## config.mk

```make
export PLATFORM = sky130hd
export DESIGN_NAME = sample_rate_lag_corrector
export DESIGN_NICKNAME = d
export VERILOG_FILES = /design/src/srlc_pkg.sv /design/src/sample_rate_lag_corrector.sv
export SDC_FILE = /design/constraint.sdc
export NUM_CORES = 2
export LEC_CHECK = 0
export ABC_AREA = 0
export BUFFER_PORTS_ARGS = -buffer_cell sky130_fd_sc_hd__buf_2
export CAP_MARGIN = 10
export CORE_MARGIN = 5
export CORE_UTILIZATION = 45
export CTS_BUF_LIST = sky130_fd_sc_hd__clkbuf_4
export DETAILED_ROUTE_END_ITERATION = 12
export PLACE_DENSITY = 0.68
export SYNTH_ARGS = -nofsm -noshare
export SYNTH_HDL_FRONTEND = slang
export SYNTH_SLANG_ARGS = --single-unit
```

## constraint.sdc

```tcl
create_clock -name clk -period 16.61 [get_ports clk]
set_clock_uncertainty 0.05 [all_clocks]
set_input_delay 3.322 -clock clk [delete_from_list [all_inputs] [get_ports clk]]
set_output_delay 3.322 -clock clk [all_outputs]
set_load 0.005 [all_outputs]
```

## src/srlc_pkg.sv

```systemverilog
// Shared types, codes, widths and the tanh table generator for the lag corrector.
package srlc_pkg;

    localparam int TANH_ENTRIES_DEF = 256;
    localparam int DWELL_BITS_DEF   = 24;

    localparam int CMD_W       = 2;
    localparam int LAG_W       = 20;
    localparam int MAG_W       = 20;
    localparam int CORR_W      = 16;
    localparam int CODE_W      = 15;
    localparam int DWELL_OUT_W = 24;
    localparam int STATUS_W    = 2;
    localparam int THR_W       = 19;
    localparam int SCALE_W     = 19;
    localparam int FRAC_W      = 16;
    localparam int CFG_W       = 19;
    localparam int CFG_IDX_W   = 2;

    localparam logic [CODE_W-1:0] CODE_MAX = 15'd32767;

    // command codes
    localparam logic [CMD_W-1:0] CMD_LAG   = 2'd0;
    localparam logic [CMD_W-1:0] CMD_TICK  = 2'd1;
    localparam logic [CMD_W-1:0] CMD_CLEAR = 2'd2;

    // status codes
    localparam logic [STATUS_W-1:0] STATUS_NONE    = 2'd0;
    localparam logic [STATUS_W-1:0] STATUS_STARTED = 2'd1;
    localparam logic [STATUS_W-1:0] STATUS_SYNCED  = 2'd2;
    localparam logic [STATUS_W-1:0] STATUS_IGNORED = 2'd3;

    // configuration register indexes
    localparam logic [CFG_IDX_W-1:0] REG_LAG_THRESHOLD  = 2'd0;
    localparam logic [CFG_IDX_W-1:0] REG_TANH_SCALE     = 2'd1;
    localparam logic [CFG_IDX_W-1:0] REG_DWELL_FRACTION = 2'd2;

    localparam logic [THR_W-1:0]   THRESHOLD_RESET = 19'd256;
    localparam logic [SCALE_W-1:0] SCALE_RESET     = 19'd25600;
    localparam logic [FRAC_W-1:0]  FRACTION_RESET  = 16'd58982;

    typedef enum logic [2:0] {
        ST_IDLE,
        ST_DIV1,
        ST_LOOKUP,
        ST_LOAD2,
        ST_CHECK,
        ST_DIV2,
        ST_FINISH
    } state_t;

    // Long division by shift and subtract, used only while building the table.
    function automatic longint unsigned div_floor(input longint unsigned a,
                                                  input longint unsigned b);
        longint unsigned q;
        longint unsigned r;
        q = '0;
        r = '0;
        for (int i = 63; i >= 0; i--)
        begin
            r = {r[62:0], a[i]};
            if (r >= b)
            begin
                r    = r - b;
                q[i] = 1'b1;
            end
        end
        return q;
    endfunction

    // Table entry for Q30 argument z: tanh(8z) scaled to 32767, a zero entry raised to one.
    // Evaluated at elaboration only.
    function automatic logic [CODE_W-1:0] tanh_code(input longint unsigned z);
        longint unsigned one;
        longint unsigned t;
        longint unsigned s;
        longint unsigned e;
        longint unsigned num;
        longint unsigned den;
        longint unsigned q;
        one = 64'd1 << 30;
        t   = one;
        s   = one;
        for (int k = 1; k <= 20; k++)
        begin
            t = div_floor((t * z) >> 30, longint'(k));
            if ((k % 2) == 1)
                s = s - t;
            else
                s = s + t;
        end
        e = s;
        for (int k = 0; k < 4; k++)
            e = (e * e) >> 30;
        num = 64'd2 * 64'd32767 * (one - e) + (one + e);
        den = 64'd2 * (one + e);
        q   = div_floor(num, den);
        if (q == 64'd0)
            q = 64'd1;
        return q[CODE_W-1:0];
    endfunction

endpackage

```

## src/sample_rate_lag_corrector.sv

```systemverilog
// Top level of the sample-rate lag corrector: sequencer, shared divider, state and output register.

// Each request carries a command: a lag measurement, a sample tick or a clear of the
// synchronised flag, and yields exactly one result (correction, dwell left, sync flag,
// status). Ticks, clears and lags that are ignored or fall within the threshold finish in
// the cycle they are taken. A lag that starts a correction runs through one restoring
// divider, one quotient bit per cycle: first the tanh table index, then the dwell after an
// overflow check that saturates the dwell and skips the second division when the quotient
// would not fit; no new request is taken until its result is loaded. A lag whose tanh
// saturates skips the first division. The result waits in an output register, and a new
// request is taken while it is collected in the same cycle.
module sample_rate_lag_corrector import srlc_pkg::*;
#(
    parameter int TANH_ENTRIES = TANH_ENTRIES_DEF,
    parameter int DWELL_BITS   = DWELL_BITS_DEF
)
(
    input  logic                      clk,
    input  logic                      rst_n,
    input  logic                      cfg_we,
    input  logic [CFG_IDX_W-1:0]      cfg_index,
    input  logic [CFG_W-1:0]          cfg_data,
    input  logic                      in_valid,
    output logic                      in_stall,
    input  logic [CMD_W-1:0]          cmd,
    input  logic signed [LAG_W-1:0]   lag,
    output logic                      out_valid,
    input  logic                      out_stall,
    output logic signed [CORR_W-1:0]  correction,
    output logic [DWELL_OUT_W-1:0]    dwell_left,
    output logic                      in_sync,
    output logic [STATUS_W-1:0]       status
);

    localparam int IDX_W  = $clog2(TANH_ENTRIES);
    localparam int PROD_W = FRAC_W + MAG_W;
    localparam int NUM1_W = MAG_W + IDX_W + 1;
    localparam int DEN1_W = SCALE_W + 2 + IDX_W - 1;
    localparam int NUM2_W = PROD_W + 2;
    localparam int DEN2_W = CODE_W + DWELL_BITS;
    localparam int DIV_A  = (NUM1_W > NUM2_W) ? NUM1_W : NUM2_W;
    localparam int DIV_B  = (DEN1_W > DEN2_W) ? DEN1_W : DEN2_W;
    localparam int DIV_W  = (DIV_A > DIV_B) ? DIV_A : DIV_B;
    localparam int CNT_W  = $clog2(DWELL_BITS);
    localparam logic [DWELL_BITS-1:0] DWELL_CAP = '1;

    // tanh table, one entry per index
    logic [CODE_W-1:0] tanh_rom [TANH_ENTRIES];

    for (genvar g = 0; g < TANH_ENTRIES; g++)
    begin : g_rom
        localparam longint unsigned ZARG = (longint'(g) << 30) / (2 * TANH_ENTRIES);
        localparam logic [CODE_W-1:0] ENTRY = tanh_code(ZARG);
        assign tanh_rom[g] = ENTRY;
    end

    state_t                   state_reg, state_next;
    logic [THR_W-1:0]         thr_reg;
    logic [SCALE_W-1:0]       scale_reg;
    logic [FRAC_W-1:0]        frac_reg;
    logic [DWELL_BITS-1:0]    dwell_reg, dwell_next;
    logic signed [CORR_W-1:0] corr_reg, corr_next;
    logic                     sync_reg, sync_next;
    logic                     neg_reg, neg_next;
    logic [CODE_W-1:0]        code_reg, code_next;
    logic [PROD_W-1:0]        prod_reg, prod_next;
    logic [DIV_W-1:0]         rem_reg, rem_next;
    logic [DIV_W-1:0]         div_reg, div_next;
    logic [DWELL_BITS-1:0]    quo_reg, quo_next;
    logic [CNT_W-1:0]         cnt_reg, cnt_next;
    logic                     out_valid_reg, out_valid_next;
    logic signed [CORR_W-1:0] out_corr_reg;
    logic [DWELL_OUT_W-1:0]   out_dwell_reg;
    logic                     out_sync_reg;
    logic [STATUS_W-1:0]      out_status_reg;

    logic                     load_out;
    logic [STATUS_W-1:0]      res_status;
    logic                     out_room;
    logic                     accept;
    logic [LAG_W-1:0]         lag_u;
    logic                     neg_in;
    logic [MAG_W-1:0]         mag_in;
    logic [SCALE_W+1:0]       scale4;
    logic                     start_corr;
    logic                     tanh_sat;
    logic [DIV_W:0]           diff;
    logic                     ge;
    logic signed [CORR_W-1:0] code_s;

    assign out_room = !out_valid_reg || !out_stall;
    assign in_stall = (state_reg != ST_IDLE) || !out_room;
    assign accept   = in_valid && !in_stall;

    assign lag_u   = lag;
    assign neg_in  = lag[LAG_W-1];
    assign mag_in  = neg_in ? (MAG_W'(0) - lag_u) : lag_u;
    assign scale4  = {scale_reg, 2'b00};
    assign tanh_sat = {1'b0, mag_in} >= scale4;
    assign start_corr = (cmd == CMD_LAG) && !sync_reg && (dwell_reg == '0)
                        && (mag_in > MAG_W'(thr_reg));

    // shared compare/subtract unit
    assign diff = {1'b0, rem_reg} - {1'b0, div_reg};
    assign ge   = !diff[DIV_W];
    assign code_s = $signed({1'b0, code_reg});

    // sequencer
    always_comb
    begin
        state_next = state_reg;
        case (state_reg)
            ST_IDLE:
            begin
                if (accept && start_corr)
                    state_next = tanh_sat ? ST_LOAD2 : ST_DIV1;
            end
            ST_DIV1:
            begin
                if (cnt_reg == '0)
                    state_next = ST_LOOKUP;
            end
            ST_LOOKUP:
                state_next = ST_LOAD2;
            ST_LOAD2:
                state_next = ST_CHECK;
            ST_CHECK:
                state_next = ge ? ST_FINISH : ST_DIV2;
            ST_DIV2:
            begin
                if (cnt_reg == '0)
                    state_next = ST_FINISH;
            end
            ST_FINISH:
            begin
                if (out_room)
                    state_next = ST_IDLE;
            end
            default:
                state_next = ST_IDLE;
        endcase
    end

    // datapath and result
    always_comb
    begin
        dwell_next = dwell_reg;
        corr_next  = corr_reg;
        sync_next  = sync_reg;
        neg_next   = neg_reg;
        code_next  = code_reg;
        prod_next  = prod_reg;
        rem_next   = rem_reg;
        div_next   = div_reg;
        quo_next   = quo_reg;
        cnt_next   = cnt_reg;
        load_out   = 1'b0;
        res_status = STATUS_NONE;
        case (state_reg)
            ST_IDLE:
            begin
                if (accept)
                begin
                    case (cmd)
                        CMD_LAG:
                        begin
                            if (sync_reg || (dwell_reg != '0))
                            begin
                                res_status = STATUS_IGNORED;
                                load_out   = 1'b1;
                            end
                            else if (start_corr)
                            begin
                                neg_next  = neg_in;
                                prod_next = PROD_W'(frac_reg) * PROD_W'(mag_in);
                                code_next = CODE_MAX;
                                rem_next  = DIV_W'(mag_in) * DIV_W'(TANH_ENTRIES);
                                div_next  = DIV_W'(scale4) << (IDX_W - 1);
                                quo_next  = '0;
                                cnt_next  = CNT_W'(IDX_W - 1);
                            end
                            else
                            begin
                                corr_next  = '0;
                                sync_next  = 1'b1;
                                res_status = STATUS_SYNCED;
                                load_out   = 1'b1;
                            end
                        end
                        CMD_TICK:
                        begin
                            if (dwell_reg != '0)
                            begin
                                dwell_next = dwell_reg - 1'b1;
                                if (dwell_reg == DWELL_BITS'(1))
                                    corr_next = '0;
                            end
                            load_out = 1'b1;
                        end
                        CMD_CLEAR:
                        begin
                            sync_next = 1'b0;
                            load_out  = 1'b1;
                        end
                        default:
                            load_out = 1'b1;
                    endcase
                end
            end
            ST_DIV1, ST_DIV2:
            begin
                if (ge)
                    rem_next = diff[DIV_W-1:0];
                quo_next = {quo_reg[DWELL_BITS-2:0], ge};
                div_next = div_reg >> 1;
                cnt_next = cnt_reg - 1'b1;
            end
            ST_LOOKUP:
                code_next = tanh_rom[quo_reg[IDX_W-1:0]];
            ST_LOAD2:
            begin
                rem_next = DIV_W'({prod_reg, 2'b00});
                div_next = DIV_W'(code_reg) << DWELL_BITS;
            end
            ST_CHECK:
            begin
                // quotient would not fit: saturate
                if (ge)
                    quo_next = DWELL_CAP;
                else
                begin
                    div_next = DIV_W'(code_reg) << (DWELL_BITS - 1);
                    quo_next = '0;
                    cnt_next = CNT_W'(DWELL_BITS - 1);
                end
            end
            ST_FINISH:
            begin
                if (out_room)
                begin
                    dwell_next = quo_reg;
                    if (quo_reg == '0)
                        corr_next = '0;
                    else
                        corr_next = neg_reg ? -code_s : code_s;
                    res_status = STATUS_STARTED;
                    load_out   = 1'b1;
                end
            end
            default:
            begin
                load_out = 1'b0;
            end
        endcase

        if (load_out)
            out_valid_next = 1'b1;
        else if (!out_stall)
            out_valid_next = 1'b0;
        else
            out_valid_next = out_valid_reg;
    end

    always_ff @(posedge clk or negedge rst_n)
    begin
        if (!rst_n)
        begin
            state_reg     <= ST_IDLE;
            thr_reg       <= THRESHOLD_RESET;
            scale_reg     <= SCALE_RESET;
            frac_reg      <= FRACTION_RESET;
            dwell_reg     <= '0;
            corr_reg      <= '0;
            sync_reg      <= 1'b0;
            out_valid_reg <= 1'b0;
        end
        else
        begin
            state_reg     <= state_next;
            dwell_reg     <= dwell_next;
            corr_reg      <= corr_next;
            sync_reg      <= sync_next;
            out_valid_reg <= out_valid_next;
            if (cfg_we)
            begin
                case (cfg_index)
                    REG_LAG_THRESHOLD:  thr_reg   <= cfg_data[THR_W-1:0];
                    REG_TANH_SCALE:     scale_reg <= cfg_data[SCALE_W-1:0];
                    REG_DWELL_FRACTION: frac_reg  <= cfg_data[FRAC_W-1:0];
                    default:            thr_reg   <= thr_reg;
                endcase
            end
        end
    end

    always_ff @(posedge clk)
    begin
        neg_reg  <= neg_next;
        code_reg <= code_next;
        prod_reg <= prod_next;
        rem_reg  <= rem_next;
        div_reg  <= div_next;
        quo_reg  <= quo_next;
        cnt_reg  <= cnt_next;
        if (load_out)
        begin
            out_corr_reg   <= corr_next;
            out_dwell_reg  <= DWELL_OUT_W'(dwell_next);
            out_sync_reg   <= sync_next;
            out_status_reg <= res_status;
        end
    end

    assign out_valid  = out_valid_reg;
    assign correction = out_corr_reg;
    assign dwell_left = out_dwell_reg;
    assign in_sync    = out_sync_reg;
    assign status     = out_status_reg;

endmodule

```

# After elaboration in Yosys (flattened, before gate mapping)
# Memory sizes are Yosys's and may differ from the RTL's.
# Index checks and enable logic that the tools add are counted.
# totals
register_bits	301
romBits	3840
in_bits	48
word_cells	163
memories	1
# memory_table
memory	depth	width	rd	rd_ports_with_merged_regs	write_ports	line	source
(name not given)	256	15	1	0	0	sample_rate_lag_corrector.sv:219	code_next = tanh_rom[quo_reg[IDX_W-1:0]];
# classes
add_sub_neg	5
multipliers	1
n_lt_le_gt_ge	3
n_eq_ne	22
n_mux	73
n_bitwise	2
reduce_logical	37
# ops
operator	n
$mux W39	10
$mux W24	9
$pmux W39 S4	1
$mux W16	8
$pmux W39 S3	1
$mux W15	6
$pmux W24 S3	1
$pmux W16 S2	2
$logic_not A24 Y1	2
$pmux W24 S2	1
$sub A39 B39 Y40	1
$mul A16 B20 Y36	1
$pmux W15 S2	1
$mux W5	5
$eq A24 B1 Y1 const B	1
$reduce_bool A24 Y1	1
$sub A24 B1 Y24 const B	1
$ge A20 B21 Y1	1
$pmux W3 S7	1
$gt A20 B19 Y1	1
$mux W20	1
$ne A2 B2 Y1 const B	10
$sub A1 B20 Y20 const A	1
$reduce_and A6 Y1	3
30 further kinds	73

# Logic depth before layout (Yosys ltp)
# Gate-level depths: netlist of the first run.
# depth
depth_word	10
mapped_depth	31

# Least setup slack after synthesis of the first run
# Ideal clock, no wire load.
# synth_path
path_type	input-to-reg
from	input lag[0]
to	register prod_reg[34], data pin
setup_time_ns	0.139
arrival_ns	10.556
required_time_ns	16.421
slack_ns	5.865
cell_stages	30
cell_sequence	clkbuf_1 > clkbuf_1 > inv_1 > ha_1 > nand3b_1 > nand2_1 > xnor2_1 > clkbuf_1 > nand2_1 > fa_1 > inv_1 > fa_1 > inv_1 > fa_1 > inv_1 > fa_1 > fa_1 > inv_1 > fa_1 > inv_1 > ha_1 > and4_1 > and2_1 > o211ai_1 > a21oi_1 > o31ai_1 > o31a_1 > o21ai_0 > or4b_2 > nand4b_1
# synth_between
elab_chain_len	3
# synth_rtl
element	line	source
start, declared	sample_rate_lag_corrector.sv:26	input logic signed [LAG_W-1:0] lag,
$sub A1 B20 Y20	sample_rate_lag_corrector.sv:97	assign mag_in = neg_in ? (MAG_W'(0) - lag_u) : lag_u;
$mux W20 (*)	sample_rate_lag_corrector.sv:97	
$mul A16 B20 Y36 (*)	sample_rate_lag_corrector.sv:175	prod_next = PROD_W'(frac_reg) * PROD_W'(mag_in);
end signal, assigned	sample_rate_lag_corrector.sv:300	prod_reg <= prod_next;
end, declared	sample_rate_lag_corrector.sv:66	logic [PROD_W-1:0] prod_reg, prod_next;
# Mark *: on every way between the ends. The rest lies on a longest branch, timed or not.
# A chain may end at the register's enable or synchronous reset.

# Worst setup path in the final report of the first run
# Same ends and word-level chain as after synthesis.

==> reports/results.ini, run 1 <==
[logic_synthesis]
async_reset_ff_share_pct = 32.9
synth_seq_area_share_pct = 29.1
synthTopCellsByCount = nand2_1 (428), inv_1 (402), fa_1 (251)
post-synth-top-count-cell = nand2_1
synth_nets = 3729
yosysWarnings = 0
ys_ff_latch = 301
synth_largest_area_cell = edfxtp_1
syn_area_per_cell_um2 = 9.14
synth.distinct_cells = 85
synth_top_area_share_pct = 20.6
synth_edf_count = 202
syn_area_mm2 = 0.0294
synth_flop_cell = edfxtp_1
synth.area.top_cells = edfxtp_1 (21%), fa_1 (17%), ha_1 (9.0%)
netlist_instances = 3218

[cts]
worst_setup_hold_path_clk_slew_ns = 0.06
cts_inserted_buffers = 83
htree_levels = 3
cts_resized = 0
cts_tree = yes
postCtsHoldBufs = 0
clk_latency_ns = 0.81
cts.path.max_buffers = 3
cts_sinks = 301
root_buffer = clkbuf_4
postCtsSetupBuffers = 0

[setup_path]
reg2reg_depth = 22
cp_slowest_stage_delay_ns = 0.96
critPathBufInv = 7
critical_path_arrival_ns = 11.54
timing.rr.start = frac_reg[3]
slowest_stage = xnor2_2
cp-end-kind = flop
cp-start-kind = primary input
crit_path_max_fanout = 20
regToRegEndpoint = prod_reg[34]
crit_required_ns = 17.21
critPathKind = primary input to flop
cp_top_family = adder cells
r2r_slack_ns = 9.19

[worst_hold_path]
min_from = corr_reg[0]
min_to = corr_reg[0]
min_path_type = flop to flop
hold_depth = 1

[cells_and_area]
drive_gt1_share_pct = 11.6
nFillCells = 6077
finalNetCount = 3766
area_growth_pct = 8.30

[global_routing]
grt_first_pass_wirelength_mm = 134
grt_overflow_total = 0
grt_antenna_before_repair = 6
grtUsageTotal_pct = 23.5
grt_pass1_vias = 24167
grt_max_degree = 93

[timing]
setup_tns_ns = 0
rsz0062_at_grt = false
layout_setup_ws_ns = 5.68
slew-limit-headroom_pct = 18.8
tightest_slew_ns = 1.21
fmax_mhz = 91.5
slew_viol_final = 0
setup_viol = 0
fin_crit_ns = 10.93
fin_crit_sh_pct = 65.8
hold_slack_ns = 0.440
hold_violations = 0

[routing]
first_pass_iters = 6
ant_nets = 0
dr_total_vias = 24258
wl_mm = 83.5
drc_errors = 0
via_per_inst = 5.80
drtIter0Drc = 2352
wl_per_cell_um = 20.0

[placement]
place_hpwl_mm = 59.3
gp_congestion = 0.963
port_buffers = 92
dp_slack_ns = 4.99

[die]
num_rows = 93
io_pins = 93
die_x_um = 266
core_area_mm2 = 0.0646
die-area_mm2 = 0.0706
initial_core_util_pct = 45.5
die_y_um = 266

[job]
maxCapViolCount = 0

[run_status]
status = complete, no violations

how the worst max path moves through the flow:
| stage | startpoint | endpoint | slack [ns] | depth (start not counted) |
|---|---|---|---|---|
| after floorplan | lag[0] | prod_reg[34] | 5.87 | 30 |
| after global placement | lag[0] | prod_reg[34] | 5.13 | 26 |
| after detailed placement | lag[0] | prod_reg[34] | 4.99 | 28 |
| after CTS | lag[0] | prod_reg[34] | 5.81 | 28 |
| after global routing | lag[0] | prod_reg[34] | 5.26 | 28 |
| final | lag[0] | prod_reg[34] | 5.68 | 28 |
layer usage:
metal | wire (um) | vias to the layer above | part of all wire (%) | GRT usage, %
li1 | - | 11174 | - | -
met1 | 34800 | 11837 | 42 | 31.8
met2 | 38700 | 1034 | 46 | 37.4
met3 | 6770 | 209 | 8.1 | 4.83
met4 | 3210 | 4 | 3.8 | 9.00
met5 | 22 | - | 0.026 | 0
cells by family after synthesis:
logic type | after synthesis | synth area share (%)
simple gates | 956 | 15.5
mux | 49 | 1.97
fa+ha+maj | 463 | 26.1
flops | 301 | 29.1
buf+inv | 587 | 7.55
compound gates | 769 | 17.0
xor+xnor | 93 | 2.77
per-stage QoR:
stage,utilization (%),std cells,instance area (um^2)
3_3_place_gp,47.5,4025,30700
6_report,49.3,4182,31900
4_1_cts,49.3,4180,31900
2_1_floorplan,-,3218,29400
5_1_grt,49.3,4181,31900
3_5_place_dp,47.5,4025,30700
layout by cell type (no fill, tap or decap), types with 17 or more instances in the layout:
master	Yosys	final
a21o_1	72	72
fa_1	251	251
nand4_1	18	18
or3_1	20	20
nand3_1	38	38
o21ai_0	210	208
nor3_1	43	42
a31oi_1	21	21
a211oi_1	30	30
a22oi_1	34	34
xor2_1	29	29
o31ai_1	17	17
nor2b_1	20	19
buf_4	0	43
mux2_2	41	41
clkbuf_4	0	129
nand2_1	428	427
and2_1	156	156
o211ai_1	35	35
nand2b_1	19	19
nor2_1	134	133
buf_2	2	91
edfxtp_1	202	202
a21oi_1	176	175
o2bb2ai_1	17	17
inv_1	402	402
dfrtp_1	86	86
ha_1	212	212
xnor2_1	64	52
final cells by class:
type / instances / area, um^2 / share of cell area [%]
antenna: 2 / 5.00 / 0.0157
clock buffer: 129 / 968 / 3.04
clock inverter: 26 / 183 / 0.573
inverter: 405 / 1520 / 4.77
multi-input combinational: 2330 / 18800 / 58.9
sequential: 301 / 8560 / 26.9
tap: 855 / 1070 / 3.36
timing repair buffer: 134 / 778 / 2.44
Power of run 1 is left out: the tool's default activity adds up to more than one toggle a clock period on the data nets, which glitch-free logic cannot reach.
==> inputs of run 2 (changes only) <==
clock period = 10.6 ns   (was 16.61 ns; I/O delays follow)
==> run 2 against run 1 <==
Core utilization hardly changed. Global-route usage is 0.58 points lower. Worst setup slack worse by 4.7 ns. Die area stayed put. Critical path type unchanged.
==> reports/results.ini, run 2 (synthesis results as in run 1) <==
[cts]
postCtsHoldBufs = 0
cts_resized = 0
postCtsSetupBuffers = 0
root_buffer = clkbuf_4
clk_latency_ns = 0.80
htree_levels = 3
cts.path.max_buffers = 3
cts_sinks = 301
cts_tree = yes
worst_setup_hold_path_clk_slew_ns = 0.07
cts_inserted_buffers = 80

[die]
initial_core_util_pct = 45.5
num_rows = 93
core_area_mm2 = 0.0646
io_pins = 93
die_y_um = 266
die_x_um = 266
die-area_mm2 = 0.0706

[routing]
ant_nets = 0
wl_mm = 82.0
first_pass_iters = 6
dr_total_vias = 24297
drtIter0Drc = 2095
via_per_inst = 5.80
drc_errors = 0
wl_per_cell_um = 19.6

[setup_path]
crit_path_max_fanout = 19
crit_required_ns = 11.18
reg2reg_depth = 22
cp-start-kind = primary input
critical_path_arrival_ns = 10.24
r2r_slack_ns = 3.16
cp-end-kind = flop
critPathKind = primary input to flop

[cells_and_area]
layout.area.seq_mm2 = 0.00856
multiInputGateArea_mm2 = 0.0188
mostFrequentLayoutCell = nand2_1
drive_gt1_share_pct = 11.7
nFillCells = 6100
finalNetCount = 3769
finalNonFillerCells = 4187
area_growth_pct = 8.35
final_cell_mix = nand2_1 (427), inv_1 (402), fa_1 (251)
design_area_mm2 = 0.0319

[global_routing]
grtUsageTotal_pct = 22.9
grt_pass1_vias = 24121
grt_antenna_before_repair = 6
grt_overflow_total = 0
grt_max_degree = 90
grt_first_pass_wirelength_mm = 131

[timing]
slew-limit-headroom_pct = 16.0
setup_viol = 0
fmax_mhz = 104
fin_crit_ns = 9.66
setup_tns_ns = 0
hold_violations = 0
tightest_slew_ns = 1.25
rsz0062_at_grt = false
fin_crit_sh_pct = 91.1
slew_viol_final = 0

[worst_hold_path]
min_path_type = flop to flop
hold_depth = 1

[placement]
port_buffers = 92
place_hpwl_mm = 59.3
gp_congestion = 0.949
place_inst = 4031
dpl_cell_area_mm2 = 0.0307

[job]
maxCapViolCount = 0

[run_status]
status = complete, no violations

==> run 2: cell count changes in the layout (fill, tap and decap cells not counted), sizes merged <==
cell,previous run,this run
diode,2,6
clkinv,21,15
clkinvlp,0,2
buf,134,140
clkbuf,129,128
inv,407,408
bufinv,3,2
==> run 2: area by class of cell <==
cell class                 instances  area share, %
multi-input combinational       2330           58.9
inverter                         405           4.77
sequential                       301           26.9
tap                              855           3.36
clock buffer                     128           3.02
timing repair buffer             140           2.58
clock inverter                    22          0.467
antenna                            6         0.0471
==> run 2: path summary, 6_finish.rpt <==
path,to,start
max,prod_reg[34],lag[2]
min,corr_reg[3],corr_reg[3]
max reg2reg,prod_reg[34],frac_reg[3]
min reg2reg,corr_reg[3],corr_reg[3]
max in group asynchronous,scale_reg[5],rst_n
min in group asynchronous,corr_reg[14],rst_n
==> run 2: worst max-delay path: stages <==
cell and delay, ns:
buf_2 0.12, nor3_1 0.35, nand2_1 0.12, or2_2 0.29, o41ai_1 0.44, xnor2_2 0.47
and2_1 0.34, fa_1 0.48, inv_1 0.06, fa_1 0.49, fa_1 0.51, inv_1 0.05
fa_1 0.48, fa_1 0.55, inv_1 0.05, fa_1 0.53, inv_1 0.04, ha_1 0.35
and4_1 0.25, and2_1 0.17, o211ai_1 0.14, a21oi_1 0.23, o31ai_1 0.44, o31a_1 0.23
o21ai_0 0.17, or4b_2 0.65, nand4b_1 0.11
==> run 2: per-stage QoR <==
step / util (%) / setup WS, ns / hold slack (ns)
4_1_cts: 49.3 / 1.09 / 0.448
5_1_grt: 49.3 / 0.644 / 0.456
2_1_floorplan: - / 1.06 / 0.402
6_report: 49.4 / 0.939 / 0.445
3_5_place_dp: 47.6 / 0.249 / 0.431
3_3_place_gp: 47.6 / 0.462 / 0.425
==> run 2: metal layers <==
metal / track usage [%] / up-vias / routed length, um / part of all wire (%)
met2: 36.5 / 1001 / 37900 / 46
met4: 7.75 / 4 / 2690 / 3.3
li1: - / 11170 / - / -
met3: 5.12 / 204 / 6580 / 8.0
met1: 31.2 / 11918 / 34900 / 43
met5: 0 / - / 21 / 0.026
Power of run 2 is left out for the same reason.
